===== src/rtl/core/eac_pkg.sv =====
// Shared types and constants for the entropy accounting and reseed control block.
// Holds the channel payload structs, operation and result codes and the register map.
// No dependencies.
package eac_pkg;

    localparam int DEF_MAX_SOURCES = 8;

    localparam int EST_W      = 21;
    localparam int CLAIM_W    = 32;
    localparam int LEN_W      = 24;
    localparam int SRC_W      = 3;
    localparam int CNT4_W     = 4;
    localparam int CFG_IDX_W  = 2;
    localparam int CFG_DATA_W = 21;

    // Estimates saturate here; the 4 bits per byte cap applies below 2**18 bytes.
    localparam logic [EST_W-1:0] ENTROPY_CEIL  = 21'h100000;
    localparam int               CAP_SHIFT     = 2;
    localparam int               CAP_LEN_BITS  = EST_W - 1 - CAP_SHIFT;

    localparam logic [CNT4_W-1:0] RST_NUM_SOURCES      = 4'd8;
    localparam logic [EST_W-1:0]  RST_FAST_THRESHOLD   = 21'd100;
    localparam logic [EST_W-1:0]  RST_SLOW_THRESHOLD   = 21'd160;
    localparam logic [CNT4_W-1:0] RST_SOURCES_REQUIRED = 4'd2;

    typedef enum logic [0:0] {
        OP_SAMPLE = 1'b0,
        OP_SEED   = 1'b1
    } op_t;

    typedef enum logic [1:0] {
        STATUS_OK         = 2'd0,
        STATUS_BAD_SOURCE = 2'd1,
        STATUS_EMPTY      = 2'd2
    } status_t;

    typedef enum logic [1:0] {
        RESEED_NONE = 2'd0,
        RESEED_FAST = 2'd1,
        RESEED_SLOW = 2'd2
    } reseed_t;

    typedef enum logic [CFG_IDX_W-1:0] {
        CFG_NUM_SOURCES      = 2'd0,
        CFG_FAST_THRESHOLD   = 2'd1,
        CFG_SLOW_THRESHOLD   = 2'd2,
        CFG_SOURCES_REQUIRED = 2'd3
    } cfg_idx_t;

    typedef struct packed {
        op_t                operation;
        logic [SRC_W-1:0]   source_index;
        logic [CLAIM_W-1:0] claimed_entropy;
        logic [LEN_W-1:0]   sample_length;
    } in_t;

    typedef struct packed {
        status_t           status;
        logic              pool_used;
        reseed_t           reseed_kind;
        logic              is_seeded;
        logic [CNT4_W-1:0] sources_still_needed;
    } out_t;

endpackage


===== src/rtl/core/eac_credit.sv =====
// Credits one sample's claimed entropy to a pool estimate, with the per-byte cap
// and saturation at the entropy ceiling. Pure combinational logic.
// Depends on eac_pkg.
module eac_credit (
    input  logic [eac_pkg::EST_W-1:0]   est,
    input  logic [eac_pkg::CLAIM_W-1:0] claim,
    input  logic [eac_pkg::LEN_W-1:0]   len,
    output logic [eac_pkg::EST_W-1:0]   est_new
);

    logic [eac_pkg::EST_W-1:0] claim_lim;
    logic [eac_pkg::EST_W-1:0] len_cap;
    logic                      short_len;
    logic [eac_pkg::EST_W-1:0] credit;
    logic [eac_pkg::EST_W:0]   sum;

    always_comb begin
        claim_lim = (claim > eac_pkg::CLAIM_W'(eac_pkg::ENTROPY_CEIL))
                  ? eac_pkg::ENTROPY_CEIL : claim[eac_pkg::EST_W-1:0];
        // Four bits per byte; only short samples are capped.
        len_cap   = {1'b0, len[eac_pkg::CAP_LEN_BITS-1:0], {eac_pkg::CAP_SHIFT{1'b0}}};
        short_len = (len[eac_pkg::LEN_W-1:eac_pkg::CAP_LEN_BITS] == '0);
        credit    = (short_len && claim_lim > len_cap) ? len_cap : claim_lim;
        sum       = {1'b0, credit} + {1'b0, est};
        if (est >= eac_pkg::ENTROPY_CEIL) begin
            est_new = est;
        end else if (sum > {1'b0, eac_pkg::ENTROPY_CEIL}) begin
            est_new = eac_pkg::ENTROPY_CEIL;
        end else begin
            est_new = sum[eac_pkg::EST_W-1:0];
        end
    end

endmodule


===== src/rtl/core/entropy_accounting_reseed_control.sv =====
// Top level of the entropy accounting and reseed control block.
// Depends on eac_pkg and eac_credit.
//
// Usage: each input transaction on s_ carries one event, either an entropy sample
// (source, claimed bits, length in bytes) or a seed-file event. Every event yields
// exactly one result transaction on m_ with the status, the pool credited, the
// reseed that is due and how many more sources must reach the slow threshold.
// The cfg_ channel writes the four configuration registers by index; it is always
// ready. The user must see that it is written only while no event is in flight;
// the block does not enforce this. An event sits in an input register while the
// estimate update, threshold compares and source count are worked out, then moves
// into the result register, which drives m_valid; one event is taken every cycle
// while the receiver keeps up. The per-source estimate registers are updated in
// the same cycle as the result register, so the next event already sees them.
// When the receiver stalls, the result register holds and the input register
// still takes one more event; s_ready drops only when both are full.
// Reset clears all estimates, pool pointers, the seeded flag and both stages, and
// loads the default configuration.
module entropy_accounting_reseed_control #(
    parameter int MAX_SOURCES = eac_pkg::DEF_MAX_SOURCES
) (
    input  logic                          aclk,
    input  logic                          aresetn,
    input  logic                          s_valid,
    output logic                          s_ready,
    input  eac_pkg::in_t                  s_data,
    output logic                          m_valid,
    input  logic                          m_ready,
    output eac_pkg::out_t                 m_data,
    input  logic                          cfg_valid,
    output logic                          cfg_ready,
    input  logic [eac_pkg::CFG_IDX_W-1:0] cfg_index,
    input  logic [eac_pkg::CFG_DATA_W-1:0] cfg_data
);

    localparam int CW = $clog2(MAX_SOURCES + 1);
    localparam int NW = (CW > eac_pkg::CNT4_W) ? CW : eac_pkg::CNT4_W;

    // Configuration
    logic [eac_pkg::CNT4_W-1:0] num_sources_reg;
    logic [eac_pkg::EST_W-1:0]  fast_thr_reg;
    logic [eac_pkg::EST_W-1:0]  slow_thr_reg;
    logic [eac_pkg::CNT4_W-1:0] src_req_reg;

    // Accounting state
    logic [eac_pkg::EST_W-1:0] fast_est_reg  [MAX_SOURCES];
    logic [eac_pkg::EST_W-1:0] slow_est_reg  [MAX_SOURCES];
    logic [eac_pkg::EST_W-1:0] fast_est_next [MAX_SOURCES];
    logic [eac_pkg::EST_W-1:0] slow_est_next [MAX_SOURCES];
    logic [MAX_SOURCES-1:0]    next_pool_reg;
    logic [MAX_SOURCES-1:0]    next_pool_next;
    logic                      seeded_reg;
    logic                      seeded_next;

    // Pipeline stages
    logic          in_valid_reg;
    eac_pkg::in_t  in_data_reg;
    logic          out_valid_reg;
    eac_pkg::out_t out_data_reg;
    eac_pkg::out_t out_data_next;
    logic          fire;

    // Per-event datapath
    logic [MAX_SOURCES-1:0]    hit;
    logic [MAX_SOURCES-1:0]    in_use;
    logic [eac_pkg::EST_W-1:0] sel_fast;
    logic [eac_pkg::EST_W-1:0] sel_slow;
    logic                      sel_np;
    logic                      pool;
    logic [eac_pkg::EST_W-1:0] est_cur;
    logic [eac_pkg::EST_W-1:0] est_new;
    logic                      src_ok;
    logic                      len_zero;
    logic                      sample_go;
    logic                      seed_go;
    logic [CW-1:0]             over_cnt;
    logic [eac_pkg::EST_W-1:0] slow_after;
    logic [eac_pkg::CNT4_W-1:0] needed;
    logic                      fast_hit;
    logic                      slow_hit;
    logic                      clear_fast;
    logic                      clear_slow;

    assign cfg_ready = 1'b1;
    assign fire      = in_valid_reg && (!out_valid_reg || m_ready);
    assign s_ready   = !in_valid_reg || fire;
    assign m_valid   = out_valid_reg;
    assign m_data    = out_data_reg;

    eac_credit u_credit (
        .est     (est_cur),
        .claim   (in_data_reg.claimed_entropy),
        .len     (in_data_reg.sample_length),
        .est_new (est_new)
    );

    always_comb begin
        sel_fast = '0;
        sel_slow = '0;
        sel_np   = 1'b0;
        for (int i = 0; i < MAX_SOURCES; i++) begin
            hit[i]    = (int'(in_data_reg.source_index) == i);
            in_use[i] = (int'(num_sources_reg) > i);
            if (hit[i]) begin
                sel_fast = sel_fast | fast_est_reg[i];
                sel_slow = sel_slow | slow_est_reg[i];
                sel_np   = sel_np | next_pool_reg[i];
            end
        end
        src_ok    = (int'(in_data_reg.source_index) < int'(num_sources_reg))
                 && (int'(in_data_reg.source_index) < MAX_SOURCES);
        len_zero  = (in_data_reg.sample_length == '0);
        sample_go = (in_data_reg.operation == eac_pkg::OP_SAMPLE) && src_ok && !len_zero;
        seed_go   = (in_data_reg.operation == eac_pkg::OP_SEED) && !len_zero;
        // Before seeding every sample lands in the slow pool.
        pool      = seeded_reg ? sel_np : 1'b1;
        est_cur   = pool ? sel_slow : sel_fast;

        // Count in-use sources at or above the slow threshold, after this update.
        over_cnt = '0;
        for (int i = 0; i < MAX_SOURCES; i++) begin
            slow_after = (sample_go && pool && hit[i]) ? est_new : slow_est_reg[i];
            if (in_use[i] && slow_after >= slow_thr_reg) begin
                over_cnt = over_cnt + CW'(1);
            end
        end
        if (NW'(over_cnt) < NW'(src_req_reg)) begin
            needed = eac_pkg::CNT4_W'(NW'(src_req_reg) - NW'(over_cnt));
        end else begin
            needed = '0;
        end

        fast_hit   = sample_go && !pool && (est_new >= fast_thr_reg);
        slow_hit   = sample_go && pool && (needed == '0);
        clear_fast = seed_go || fast_hit || slow_hit;
        clear_slow = slow_hit;

        for (int i = 0; i < MAX_SOURCES; i++) begin
            fast_est_next[i]  = fast_est_reg[i];
            slow_est_next[i]  = slow_est_reg[i];
            next_pool_next[i] = next_pool_reg[i];
            if (sample_go && hit[i]) begin
                if (pool) begin
                    slow_est_next[i] = est_new;
                end else begin
                    fast_est_next[i] = est_new;
                end
                if (seeded_reg) begin
                    next_pool_next[i] = !next_pool_reg[i];
                end
            end
            if (clear_fast && in_use[i]) begin
                fast_est_next[i] = '0;
            end
            if (clear_slow && in_use[i]) begin
                slow_est_next[i] = '0;
            end
        end
        seeded_next = seeded_reg || clear_fast;

        if (in_data_reg.operation == eac_pkg::OP_SAMPLE && !src_ok) begin
            out_data_next.status = eac_pkg::STATUS_BAD_SOURCE;
        end else if (len_zero) begin
            out_data_next.status = eac_pkg::STATUS_EMPTY;
        end else begin
            out_data_next.status = eac_pkg::STATUS_OK;
        end
        out_data_next.pool_used = sample_go && pool;
        if (slow_hit) begin
            out_data_next.reseed_kind = eac_pkg::RESEED_SLOW;
        end else if (clear_fast) begin
            out_data_next.reseed_kind = eac_pkg::RESEED_FAST;
        end else begin
            out_data_next.reseed_kind = eac_pkg::RESEED_NONE;
        end
        out_data_next.is_seeded            = seeded_next;
        out_data_next.sources_still_needed = needed;
    end

    // Configuration registers
    always_ff @(posedge aclk) begin
        if (!aresetn) begin
            num_sources_reg <= eac_pkg::RST_NUM_SOURCES;
            fast_thr_reg    <= eac_pkg::RST_FAST_THRESHOLD;
            slow_thr_reg    <= eac_pkg::RST_SLOW_THRESHOLD;
            src_req_reg     <= eac_pkg::RST_SOURCES_REQUIRED;
        end else if (cfg_valid && cfg_ready) begin
            unique case (eac_pkg::cfg_idx_t'(cfg_index))
                eac_pkg::CFG_NUM_SOURCES: begin
                    num_sources_reg <= cfg_data[eac_pkg::CNT4_W-1:0];
                end
                eac_pkg::CFG_FAST_THRESHOLD: begin
                    fast_thr_reg <= cfg_data[eac_pkg::EST_W-1:0];
                end
                eac_pkg::CFG_SLOW_THRESHOLD: begin
                    slow_thr_reg <= cfg_data[eac_pkg::EST_W-1:0];
                end
                eac_pkg::CFG_SOURCES_REQUIRED: begin
                    src_req_reg <= cfg_data[eac_pkg::CNT4_W-1:0];
                end
                default: begin
                end
            endcase
        end
    end

    // Accounting state and pipeline control
    always_ff @(posedge aclk) begin
        if (!aresetn) begin
            for (int i = 0; i < MAX_SOURCES; i++) begin
                fast_est_reg[i] <= '0;
                slow_est_reg[i] <= '0;
            end
            next_pool_reg <= '0;
            seeded_reg    <= 1'b0;
            in_valid_reg  <= 1'b0;
            out_valid_reg <= 1'b0;
        end else begin
            if (fire) begin
                for (int i = 0; i < MAX_SOURCES; i++) begin
                    fast_est_reg[i] <= fast_est_next[i];
                    slow_est_reg[i] <= slow_est_next[i];
                end
                next_pool_reg <= next_pool_next;
                seeded_reg    <= seeded_next;
            end
            if (s_valid && s_ready) begin
                in_valid_reg <= 1'b1;
            end else if (fire) begin
                in_valid_reg <= 1'b0;
            end
            if (fire) begin
                out_valid_reg <= 1'b1;
            end else if (m_ready) begin
                out_valid_reg <= 1'b0;
            end
        end
    end

    // Payload registers
    always_ff @(posedge aclk) begin
        if (s_valid && s_ready) begin
            in_data_reg <= s_data;
        end
        if (fire) begin
            out_data_reg <= out_data_next;
        end
    end

    // The input stage stalls only when both stages are full and the receiver waits.
    a_stall_cause: assert property (@(posedge aclk) disable iff (!aresetn)
        !s_ready |-> (in_valid_reg && out_valid_reg && !m_ready))
        else $error("input stalled without a full pipeline");

    // Once seeded, the block stays seeded until reset.
    a_seeded_sticky: assert property (@(posedge aclk) disable iff (!aresetn)
        $past(aresetn) |-> !$fell(seeded_reg))
        else $error("seeded flag dropped");

    // A rejected or empty event never credits a pool or triggers a reseed.
    a_reject_quiet: assert property (@(posedge aclk) disable iff (!aresetn)
        (m_valid && m_data.status != eac_pkg::STATUS_OK)
        |-> (!m_data.pool_used && m_data.reseed_kind == eac_pkg::RESEED_NONE))
        else $error("rejected event changed accounting");

    // A fast reseed leaves the first in-use source's fast estimate empty.
    a_fast_clear: assert property (@(posedge aclk) disable iff (!aresetn)
        (fire && clear_fast && num_sources_reg != '0) |=> (fast_est_reg[0] == '0))
        else $error("fast estimate not cleared by reseed");

    // A slow reseed also empties the first in-use source's slow estimate.
    a_slow_clear: assert property (@(posedge aclk) disable iff (!aresetn)
        (fire && clear_slow && num_sources_reg != '0) |=> (slow_est_reg[0] == '0))
        else $error("slow estimate not cleared by slow reseed");

endmodule


===== config.mk =====
export PLATFORM = sky130hd
export DESIGN_NAME = entropy_accounting_reseed_control
export DESIGN_NICKNAME = d
export VERILOG_FILES = /design/src/rtl/core/eac_pkg.sv /design/src/rtl/core/eac_credit.sv /design/src/rtl/core/entropy_accounting_reseed_control.sv
export SDC_FILE = /design/constraint.sdc
export NUM_CORES = 1
export LEC_CHECK = 0
export BUFFER_PORTS_ARGS = -buffer_cell sky130_fd_sc_hd__buf_2
export CAP_MARGIN = 20
export CORE_MARGIN = 3
export CORE_UTILIZATION = 63
export DETAILED_ROUTE_END_ITERATION = 10
export PLACE_DENSITY = 0.78
export SLEW_MARGIN = 20
export SYNTH_ARGS = -nofsm -noshare
export SYNTH_HDL_FRONTEND = slang
export SYNTH_SLANG_ARGS = --single-unit

===== constraint.sdc =====
create_clock -name aclk -period 19.7 [get_ports aclk]
set_input_delay 1.97 -clock aclk [delete_from_list [all_inputs] [get_ports aclk]]
set_output_delay 1.97 -clock aclk [all_outputs]
set_load 0.01 [all_outputs]

==> reports/metrics.cfg, run 1 <==
[run_status]
status=completed

[sta]
setup_slack_ns=2.23
final_hold_viol_count=0
tns_ns=0
slew_headroom_pct=21.4
finalSetupViolations=0
drv_slew=0
rsz0062_at_grt=false
fmax_mhz=57.2
period_share_pct=88.7
fin_hold_ws_ns=0.462
tightest_slew_ns=1.18
min_period_ns=17.47
finalClockSkew_ns=0.0203

[setup_path]
path_max_fanout=22
ff2ff_path_depth=66
slowest_stage=nor2_2
endpoint_kind=flip-flop
r2r_end=slow_est_reg[0][46]
cp.required_ns=19.93
cp-start-kind=flip-flop
crit_type=flip-flop to flip-flop
path_common_cell=a21oi_1
crit_path_max_incr_delay_ns=0.86
reg2reg_slack_ns=2.23
arrival_ns=17.70
reg2reg_from=in_data_reg[36]

[floorplanning]
start_util_pct=64.5
die_x_um=220
pin_count=101
core_mm2=0.0447
num_rows=77
die_area_mm2=0.0484
die_h_um=220

[cts]
clk_path_buf_depth=3
cts_made_buffers=48
root_buffer=clkbuf_16
cts_tree=yes
clkLatencyLatePin_ns=0.62
cts_hold_buf=0
ctsResizeCount=0
h-tree-depth=2
cts.clk_slew.worst_paths_ns=0.06
cts_setup_buffers=0
clkSinkCount=467

[cells_and_area]
syn_to_final_growth_pct=8.32
seq_area_mm2=0.0134
multiInputGateArea_mm2=0.0141
fillCellCount=3311
layout-drive-gt1-share_pct=15.1
final_nets=3124

[yosys]
yosysWarnings=0
syn_nets=3117
ys_seq_elements=467
synth_cell_type_count=85
syn_inst=2784
synth_ff_type=edfxtp_1
avgSynthCellArea_um2=10.4
seq_area_frac_synth_pct=46.5
synthArstFlopShare_pct=0
synthesis.area_mm2=0.0289
synth-edff-count=406

[drt]
drt_iter0_markers=3441
ant_nets=0
vias=23559
avgRoutedWirePerCell_um=27.0
dr.pass1.iters=6
routed_wl_um=92300
vias_per_cell=6.88
drc_errors=0

[global_route]
busiest_layer=met2
use_met1_pct=47.8
grt_pass1_vias=22853
grt_max_degree=110
grt_util_met3_pct=8.66
grt_usage_pct=37.9
grt_overflow=0
antenna_found_initial=2
grt_pass1_wl_um=137000
grtUsageMet2_pct=59.9

[placed_design]
dp_hpwl_um=64100
place_congestion=1.01
pre_cts_ws_ns=2.27
io_buffers=99

[hold_path]
whs_endpoint=slow_thr_reg[19]
whs_path_depth=2
min_from=slow_thr_reg[19]
hold_class=flip-flop to flip-flop

[job]
maxCapViolCount=0

==> metrics by stage <==
step	util (%)	cells	cell area (um^2)
global placement	66.3	3329	29600
finish	69.9	3423	31300
CTS	69.8	3421	31200
detailed placement	66.3	3332	29700
floorplan	-	2784	28900
global route	69.9	3422	31300
==> routing by layer <==
layer	vias to the layer above	share of wire, %
li1	10326	-
met1	11207	35
met2	1625	45
met3	401	12
met4	0	7.2
met5	-	0
==> Yosys cell counts, drive strengths merged (4+ instances only) <==
library cell,number,area (um^2)
a22oi,87,861
xnor2,31,305
nand4,56,350
inv,114,428
o31a,7,61.3
and3,10,62.6
mux4,5,113
nor3,137,957
nor2,287,1090
dfxtp,61,1220
a2111oi,6,52.6
a211oi,10,75.1
nor4,17,106
ha,243,3040
a22o,31,272
a21boi,40,300
mux2,37,417
nand3,31,155
edfxtp,406,12200
a21o,59,443
buf,72,517
a221o,14,140
clkbuf,136,510
and4,11,96.3
o211ai,10,80.1
and2,35,219
or3,6,37.5
a21oi,136,681
o31ai,6,45.0
nor2b,33,206
nor3b,44,450
nand2b,9,56.3
mux2i,13,143
nand3b,4,30.0
o21ai,178,891
nand2,253,952
a221oi,44,392
o21bai,8,60.1
xor2,11,96.3
o21a,26,195
a31oi,19,119
==> worst max-delay path, delay by kind of cell (launching register included) <==
| family | cells | cell delay (ns) |
|---|---|---|
| simple gates | 15 | 4.27 |
| flops | 1 | 0.40 |
| compound gates | 32 | 7.02 |
| fa+ha+maj | 9 | 3.02 |
| xor+xnor | 3 | 0.48 |
| buf+inv | 4 | 1.07 |
| mux | 3 | 0.76 |
==> worst max path at each step <==
stage,from,endpoint,slack [ns],cells after the start
2_1_floorplan,in_data_reg[26],slow_est_reg[0][0],5.91,71
3_3_place_gp,in_data_reg[36],fast_est_reg[0][67],2.19,63
3_5_place_dp,in_data_reg[36],slow_est_reg[0][66],2.27,66
4_1_cts,in_data_reg[36],slow_est_reg[0][64],2.18,66
5_1_grt,in_data_reg[36],slow_est_reg[0][59],1.13,64
6_report,in_data_reg[36],slow_est_reg[0][46],2.23,66
==> cell type report <==
class	instances	area share [%]
diodes	1	0.00801
multi-input cells	1994	45.2
inverters	115	1.38
well taps	592	2.37
clock inverters	30	0.837
clock buffers	59	4.07
repair buffers	165	3.22
flip-flops and latches	467	42.9
==> kinds of logic after synthesis <==
| family | Yosys count | share of synthesized area [%] |
|---|---|---|
| compound gates | 706 | 17.1 |
| xor+xnor | 44 | 1.55 |
| fa+ha+maj | 245 | 10.7 |
| buf+inv | 323 | 5.06 |
| flops | 467 | 46.5 |
| mux | 55 | 2.33 |
| other cells | 1 | 0.0130 |
| simple gates | 943 | 16.8 |
==> placed cells by master (no fill, tap or decap), types with 32 or more instances in the layout <==
master	Yosys	routed
edfxtp_1	406	406
nor3_1	84	83
nand2_1	252	251
inv_1	113	113
and2_1	35	32
a21oi_1	136	129
nor3_2	52	53
a22oi_1	70	70
ha_1	243	243
o21ai_0	162	160
a221oi_1	43	43
a21boi_0	39	38
mux2_2	37	37
nand4_1	56	56
buf_4	19	63
nor2_1	286	277
clkbuf_16	0	48
buf_2	31	99
dfxtp_1	61	61
a21o_1	59	59
Power of run 1 is left out: the tool's default activity adds up to more than one toggle a clock period on the data nets, which glitch-free logic cannot reach.
==> run 2: changes to the inputs <==
--- a/config.mk
+++ b/config.mk
@@ -8,9 +8,10 @@
 export BUFFER_PORTS_ARGS = -buffer_cell sky130_fd_sc_hd__buf_2
 export CAP_MARGIN = 20
 export CORE_MARGIN = 3
-export CORE_UTILIZATION = 63
+export CORE_UTILIZATION = 55
 export DETAILED_ROUTE_END_ITERATION = 10
-export PLACE_DENSITY = 0.78
+export MAX_ROUTING_LAYER = met4
+export PLACE_DENSITY = 0.69
 export SLEW_MARGIN = 20
 export SYNTH_ARGS = -nofsm -noshare
 export SYNTH_HDL_FRONTEND = slang
==> reports/metrics.cfg, run 2 (synthesis results as in run 1) <==
[hold_path]
min_from=slow_thr_reg[19]
whs_endpoint=slow_thr_reg[19]
whs_path_depth=2  ; unchanged
hold_class=flip-flop to flip-flop

[drt]
vias=23526  ; -0.14%
ant_nets=0  ; unchanged
vias_per_cell=6.68  ; -3.0%
avgRoutedWirePerCell_um=27.9  ; +3.4%
dr.pass1.iters=8  ; +2
drc_errors=0  ; unchanged
drt_iter0_markers=2659  ; -23%
routed_wl_um=98200  ; +6.4%

[setup_path]
r2r_end=slow_est_reg[0][32]
cp_top_family=compound AO/OA/AOI/OAI gates
cp-start-kind=flip-flop
cp.required_ns=19.93  ; about the same
reg2reg_from=in_data_reg[26]
endpoint_kind=flip-flop
path_common_cell=ha_1
path_buf_inv=3  ; -1
arrival_ns=17.99  ; +0.29 ns
crit_type=flip-flop to flip-flop
path_max_fanout=22  ; unchanged
ff2ff_path_depth=64  ; -3.0%
reg2reg_slack_ns=1.93  ; -0.30 ns
crit_path_max_incr_delay_ns=0.83  ; -0.03 ns
slowest_stage=nor2_2

[cts]
cts_tree=yes
cts_setup_buffers=0  ; unchanged
cts_made_buffers=50  ; +4.2%
clkLatencyLatePin_ns=0.63  ; about the same
clk_path_buf_depth=3  ; unchanged
h-tree-depth=2  ; unchanged
ctsResizeCount=0  ; unchanged
root_buffer=clkbuf_16
clkSinkCount=467  ; unchanged
cts_hold_buf=0  ; unchanged
cts.clk_slew.worst_paths_ns=0.06  ; about the same

[cells_and_area]
final_cell_mix=406 x edfxtp_1, 277 x nor2_1, 251 x nand2_1
fin_util_pct=61.0  ; -8.9 points
final_common_cell=edfxtp_1
layout-drive-gt1-share_pct=15.6  ; +0.50 points
final_nets=3136  ; +0.38%
final_cell_area_mm2=0.0315  ; +0.72%
fillCellCount=4257  ; +29%
syn_to_final_growth_pct=9.10

[sta]
min_period_ns=17.77  ; +0.299 ns
tightest_slew_ns=1.21  ; +0.0319 ns
fin_hold_ws_ns=0.466  ; +0.00318 ns
drv_slew=0  ; unchanged
finalClockSkew_ns=0.0361  ; +0.0157 ns
fmax_mhz=56.3  ; -1.7%
finalSetupViolations=0  ; unchanged
tns_ns=0  ; unchanged
final_hold_viol_count=0  ; unchanged
rsz0062_at_grt=false
slew_headroom_pct=19.2  ; -2.1 points
period_share_pct=90.2  ; +1.5 points

[placed_design]
dpl_cell_area_mm2=0.0298  ; +0.63%
io_buffers=99  ; unchanged
dp_hpwl_um=69800  ; +8.9%
place_congestion=1.02  ; +1.2%

[global_route]
grt_usage_pct=35.6  ; -2.3 points
grt_pass1_wl_um=144000  ; +5.4%
grt_max_degree=80  ; -27%
grt_overflow=0  ; unchanged
antenna_found_initial=2  ; unchanged
grt_pass1_vias=22675  ; -0.78%

[floorplanning]
die_area_mm2=0.0552  ; +14%
start_util_pct=55.9  ; -8.6 points
die_h_um=235  ; +6.8%
pin_count=101  ; unchanged
num_rows=83  ; +7.8%
die_x_um=235  ; +6.8%
core_mm2=0.0516  ; +15%

[run_status]
status=completed

[job]
maxCapViolCount=0  ; unchanged

==> run 2: cell types whose count changed in the layout (fill, tap and decap cells not counted), moves of 2 or more <==
| cell | change |
|---|---|
| a21oi_2 | +4 |
| clkbuf_16 | +2 |
| clkinv_8 | -2 |
| o21ai_1 | -2 |
| clkbuf_1 | +8 |
| buf_4 | +10 |
| a21oi_4 | -3 |
| inv_16 | +2 |
| o21ai_2 | +2 |
| clkinv_1 | -7 |
| clkinv_2 | -3 |
==> run 2: cell type report <==
type,count,area [um^2],share of cell area (%)
Antenna cell,2,5.00,0.0159
Clock buffer,70,1370,4.34
Clock inverter,20,229,0.727
Inverter,115,432,1.37
Multi-Input combinational cell,1994,14100,44.8
Sequential cell,467,13400,42.6
Tap cell,680,851,2.70
Timing Repair Buffer,175,1070,3.40
==> run 2: tightest hold or removal path, cell delays in order, from the launching register on <==
cell and delay [ns]:
dfxtp_1 0.31, nand2_1 0.04, a21boi_0 0.06
==> run 2: worst max-delay path by stage <==
| stage | startpoint | end | slack (ns) | cells after the start |
|---|---|---|---|---|
| after floorplan | in_data_reg[26] | slow_est_reg[0][0] | 5.91 | 71 |
| after global placement | in_data_reg[26] | slow_est_reg[1][28] | 2.15 | 66 |
| after detailed placement | in_data_reg[26] | slow_est_reg[1][30] | 2.16 | 66 |
| after CTS | in_data_reg[26] | slow_est_reg[1][24] | 2.09 | 64 |
| after global routing | in_data_reg[26] | slow_est_reg[0][41] | 0.86 | 64 |
| final | in_data_reg[26] | slow_est_reg[0][32] | 1.93 | 64 |
==> run 2: through the flow <==
stage	instances	setup slack (ns)
6_report	3523	1.93
5_1_grt	3523	0.863
4_1_cts	3518	2.09
3_5_place_dp	3428	2.16
3_3_place_gp	3428	2.15
2_1_floorplan	2784	5.91
==> run 2: per-layer routing <==
| layer | global-route usage, % | part of all wire, % | vias to the layer above |
|---|---|---|---|
| li1 | - | - | 10357 |
| met1 | 45.1 | 38 | 11457 |
| met2 | 54.4 | 45 | 1387 |
| met3 | 7.43 | 11 | 325 |
| met4 | 17.6 | 5.8 | 0 |
| met5 | - | 0 | - |
Power of run 2 is left out for the same reason.
